[config.mk]
export PLATFORM = sky130hd
export DESIGN_NAME = rspc_cell
export DESIGN_NICKNAME = d
export VERILOG_FILES = /design/src/rspc_pkg.sv /design/src/rspc_cell.sv
export SDC_FILE = /design/constraint.sdc
export NUM_CORES = 1
export LEC_CHECK = 0
export BUFFER_PORTS_ARGS = -buffer_cell sky130_fd_sc_hd__buf_2
export CORE_MARGIN = 10
export CORE_UTILIZATION = 40
export CTS_CLUSTER_SIZE = 25
export DETAILED_ROUTE_END_ITERATION = 8
export PLACE_DENSITY = 0.8
export SETUP_SLACK_MARGIN = 0.5
export SLEW_MARGIN = 5
export SYNTH_ARGS = -nofsm -noshare
export SYNTH_HDL_FRONTEND = slang
export SYNTH_SLANG_ARGS = --single-unit
[constraint.sdc]
create_clock -name clk_i -period 1 [get_ports clk_i]
set_input_delay 0.05 -clock clk_i [delete_from_list [all_inputs] [get_ports clk_i]]
set_output_delay 0.05 -clock clk_i [all_outputs]
set_load 0.05 [all_outputs]
[src/rspc_pkg.sv]
// ----------------------------------------------------------------------------
// Range sum pair counter package
// Shared constants, register indexes and payload types of the block.
// ----------------------------------------------------------------------------
package rspc_pkg;

  // Width of one input element and of each range bound.
  localparam int unsigned DATA_W      = 32;
  // Width of the reported subarray count.
  localparam int unsigned COUNT_W     = 16;
  // Default longest sequence that is counted in full.
  localparam int unsigned MAX_LEN_DEF = 256;

  // Configuration register indexes.
  localparam int unsigned CFG_IDX_W   = 1;
  localparam logic [CFG_IDX_W-1:0] REG_RANGE_LOW  = 1'b0;
  localparam logic [CFG_IDX_W-1:0] REG_RANGE_HIGH = 1'b1;

  typedef struct packed {
    logic signed [DATA_W-1:0] value;
    logic                     last;
  } in_item_t;

  typedef struct packed {
    logic [COUNT_W-1:0] pair_count;
    logic               too_long;
  } out_item_t;

  // Control flags of a token as it travels along the row of cells.
  typedef struct packed {
    logic valid;  // token carries an element
    logic last;   // element closes the sequence
    logic ign;    // element beyond the length limit, no compare, no store
    logic ovf;    // sequence has been truncated so far
  } tok_ctrl_t;

endpackage : rspc_pkg

[src/rspc_cell.sv]
// ----------------------------------------------------------------------------
// Range sum pair counter cell
// Holds one stored prefix sum, tests the passing token against it and hands
// the token with its updated match count to the next cell.
// ----------------------------------------------------------------------------
module rspc_cell #(
  parameter int unsigned MAX_LEN  = rspc_pkg::MAX_LEN_DEF,
  parameter int unsigned CELL_IDX = 0
) (
  input  logic                                        clk_i,
  input  logic                                        rst_ni,
  input  logic                                        en_i,
  input  logic signed [rspc_pkg::DATA_W+$clog2(MAX_LEN):0] range_low_i,
  input  logic signed [rspc_pkg::DATA_W+$clog2(MAX_LEN):0] range_high_i,
  input  rspc_pkg::tok_ctrl_t                         tok_ctrl_i,
  input  logic [rspc_pkg::DATA_W+$clog2(MAX_LEN)-1:0] tok_prefix_i,
  input  logic [$clog2(MAX_LEN+1)-1:0]                tok_idx_i,
  input  logic [$clog2(MAX_LEN+1)-1:0]                tok_count_i,
  output rspc_pkg::tok_ctrl_t                         tok_ctrl_o,
  output logic [rspc_pkg::DATA_W+$clog2(MAX_LEN)-1:0] tok_prefix_o,
  output logic [$clog2(MAX_LEN+1)-1:0]                tok_idx_o,
  output logic [$clog2(MAX_LEN+1)-1:0]                tok_count_o
);
  import rspc_pkg::*;

  localparam int unsigned PW = DATA_W + $clog2(MAX_LEN);
  localparam int unsigned DW = PW + 1;
  localparam int unsigned IW = $clog2(MAX_LEN + 1);

  logic [PW-1:0]        store_prefix;
  logic                 store_valid;
  logic signed [DW-1:0] diff;
  logic                 hit;
  logic                 active;

  tok_ctrl_t            ctrl_q;
  logic [PW-1:0]        prefix_q;
  logic [IW-1:0]        idx_q;
  logic [IW-1:0]        count_q;

  assign active = tok_ctrl_i.valid && !tok_ctrl_i.ign;

  // The root cell stands for the empty prefix, which is always present.
  if (CELL_IDX == 0) begin : g_root
    assign store_prefix = '0;
    assign store_valid  = 1'b1;
  end else begin : g_entry
    logic [PW-1:0] entry_q;
    logic          entry_valid_q;

    always_ff @(posedge clk_i) begin
      if (en_i && active && (tok_idx_i == IW'(CELL_IDX))) begin
        entry_q <= tok_prefix_i;
      end
    end

    // A closing token empties the cell behind it for the next sequence.
    always_ff @(posedge clk_i or negedge rst_ni) begin
      if (!rst_ni) begin
        entry_valid_q <= 1'b0;
      end else if (en_i && tok_ctrl_i.valid) begin
        if (tok_ctrl_i.last) begin
          entry_valid_q <= 1'b0;
        end else if (active && (tok_idx_i == IW'(CELL_IDX))) begin
          entry_valid_q <= 1'b1;
        end
      end
    end

    assign store_prefix = entry_q;
    assign store_valid  = entry_valid_q;
  end

  assign diff = $signed({tok_prefix_i[PW-1], tok_prefix_i})
              - $signed({store_prefix[PW-1], store_prefix});
  assign hit  = active && store_valid && (diff >= range_low_i) && (diff <= range_high_i);

  always_ff @(posedge clk_i or negedge rst_ni) begin
    if (!rst_ni) begin
      ctrl_q <= '0;
    end else if (en_i) begin
      ctrl_q <= tok_ctrl_i;
    end
  end

  always_ff @(posedge clk_i) begin
    if (en_i) begin
      prefix_q <= tok_prefix_i;
      idx_q    <= tok_idx_i;
      count_q  <= tok_count_i + IW'(hit);
    end
  end

  assign tok_ctrl_o   = ctrl_q;
  assign tok_prefix_o = prefix_q;
  assign tok_idx_o    = idx_q;
  assign tok_count_o  = count_q;

endmodule : rspc_cell
==> results.ini <==
[sta]
setup_violations = 10
rsz0062_at_grt = yes
setup_ws_ns = -1.32
worst_pin_slew_ns = 0.349
setup_tns_ns = -10.95
finalHoldViolCount = 40
fmax_mhz = 431
clock-skew-final_ns = 0
fin_crit_sh = 2.32
holdWs_ns = -0.125
period_needed_ns = 2.32
max_slew_margin = 0.763
slew_violations = 0

[cells_and_area]
final_cell_mix = buf_2 (129), buf_6 (75), inv_1 (68)
num-nets-final = 905
layout-drive-gt1-share = 0.530
n_fill_cell = 728
area_delta_synth_final_pct = 72.9
layout_commonest_cell = buf_2

[synthesis]
synth_cells = 386
synth_top_area_frac = 0.422
synth_top_cell_by_area = edfxtp_1
synth_edf_count = 58
netlist_top_cells_area = edfxtp_1 (42%), ha_1 (25%), inv_1 (7.9%)
synth_seq_cells = 62
syn_area_um2 = 4130
yosys_warnings = 0
synthesis.nets = 617
synth_cell_types = 38
synth_seq_area_share = 0.446
synthFlopType = edfxtp_1
async_reset_ff_frac = 0.0645
avgSynthCellArea_um2 = 10.7

[floorplanning]
rows = 37
start_util = 0.406
die_h_um = 122
die_area_um2 = 14800
ios = 209
die_w_um = 122
core_area_um2 = 10200

[place]
dpl_worst_slack_ns = -1.86
dp_hpwl_um = 11800
place.gp.congestion = 0.841
io_buffers = 208

[clocking]
cts.sinks = 62
cts_tree = built
ctsHoldBuffers = 1
cts_buffer_depth = 2
cts_root_buffer = clkbuf_8
htree_levels = 3
clock_latency_ns = 0.35
clk_pin_slew_ns = 0.08
numCtsBuffers = 9

[critical_path]
r2r_setup_slack_ns = 0.07
arrival_ns = 2.43
worst-path-buf-inv = 2
endpoint_kind = flip-flop
crit_type = input port to flip-flop
r2r_start = tok_ctrl_o[2]$_DFFE_PN0P_
cp_max_fo = 4
crit_chain = buf_6 -> inv_4 -> ha_4 -> nand4_1 -> nor4_4 -> a21oi_1 -> o311ai_1 -> o211ai_1 -> and4_4 -> a2111oi_4 -> ha_2 -> ha_4 -> nand4_1 -> xnor2_1
crit_path_top_delay_cell = nor4_4
cp_top_family = simple AND/OR/NAND/NOR gates
worstSetupStartpointType = input port
critPathLaunch = range_low_i[22]
critPathMaxStageDelay_ns = 0.33
critPathRequiredTime_ns = 1.11

[min_path]
min_from = tok_idx_i[1]
worstHoldPathType = input port to flip-flop

[global_routing]
grt_usage = 0.197
grt_pass1_wl_um = 22900
first_global_vias = 4589
grt.overflow.total = 0
grt_max_degree = 25
antenna_found_initial = 1

[routing]
drc = 0
dr.pass1.iters = 4
vias = 4040
postRouteWirelength_um = 15000
vias_per_cell = 4.95
drtIter0Drc = 188
postRouteAntennaNets = 0
wire_per_inst_um = 18.4

[status]
status = complete, but fails checks
violations = negative hold slack, negative setup slack

[flow_run]
max_cap_violations = 0

[power]
leakagePower_nw = 3.50
ir_worst_vdd_v = 0.000856
power.density_nw_per_um2 = 1270

-- sequential cells by signal, indices dropped and copies added (netlist names) --
name          cells
tok_ctrl_o        4
tok_count_o       9
tok_prefix_o     40
tok_idx_o         9
-- where the power goes --
part	internal (mW)	switching, mW
Combinational	1.35	1.68
Sequential	3.08	0.114
Clock	1.70	1.15
Total	6.12	2.94
-- metal layers --
metal  up-vias  share of wire  global-route usage
li1       1966              -                   -
met2       153           0.55               0.378
met3        30          0.064              0.0476
met1      1891           0.36               0.195
met5         -              0                   0
met4         0          0.028              0.0872
-- timing repair --
action                     in CTS  in global routing
hold endpoints to repair       50                 44
resized for setup             182                 18
buffers inserted               12                  2
pin swaps                      20                 14
setup endpoints to repair      79                 75
-- synthesized netlist by cell type (2+ instances only) --
| cell | number |
|---|---|
| a211oi_1 | 7 |
| nand3_1 | 9 |
| dfrtp_1 | 4 |
| nor4_2 | 2 |
| nor3_1 | 3 |
| o21ai_1 | 3 |
| a21o_1 | 3 |
| xnor2_1 | 6 |
| edfxtp_1 | 58 |
| nor2b_1 | 3 |
| inv_1 | 87 |
| and4_1 | 2 |
| nor2_1 | 7 |
| mux2_2 | 4 |
| ha_1 | 84 |
| nor4_1 | 2 |
| nand2_1 | 26 |
| nand4_1 | 16 |
| o211ai_1 | 4 |
| o21ai_0 | 7 |
| a21oi_1 | 32 |
-- worst paths after layout --
check	end	depth (start not counted)
max	tok_count_o[8]$_DFFE_PP_	14
min	tok_idx_o[1]$_DFFE_PP_	1
max reg2reg	tok_ctrl_o[2]$_DFFE_PN0P_	2
min reg2reg	tok_ctrl_o[1]$_DFFE_PN0P_	1
max in group asynchronous	tok_ctrl_o[1]$_DFFE_PN0P_	2
min in group asynchronous	tok_ctrl_o[0]$_DFFE_PN0P_	2
-- stage by stage --
stage          area [µm²]  total power [mW]  hold slack [ns]  cells   util
6_report             7140              9.07           -0.125    816  0.701
3_5_place_dp         5990              5.68           -0.144    784  0.588
4_1_cts              7030              9.04           -0.141    813  0.690
5_1_grt              7140              9.47           -0.140    816  0.701
2_1_floorplan        4340              4.63           -0.246    386      -
3_3_place_gp         5990              5.59           -0.146    784  0.588
-- kinds of logic (layout without fill, tap and decap cells) --
logic type	count (synthesis)	count (layout)	synth area share
buf+inv	87	380	0.0791
fa+ha+maj	84	84	0.254
simple gates	75	75	0.0960
compound gates	67	67	0.0988
flops	62	62	0.446
xor+xnor	7	7	0.0148
mux	4	4	0.0109
other cells	0	1	0
-- layout make-up --
class | count | area (µm²) | area share
tap | 136 | 170 | 0.0238
timing repair buffer | 277 | 2130 | 0.299
multi-input combinational | 237 | 2390 | 0.335
clock inverter | 7 | 128 | 0.0179
antenna | 1 | 2.50 | 0.000350
clock buffer | 9 | 124 | 0.0173
sequential | 62 | 1850 | 0.259
inverter | 87 | 344 | 0.0482
(Power assumes the default switching activity.)
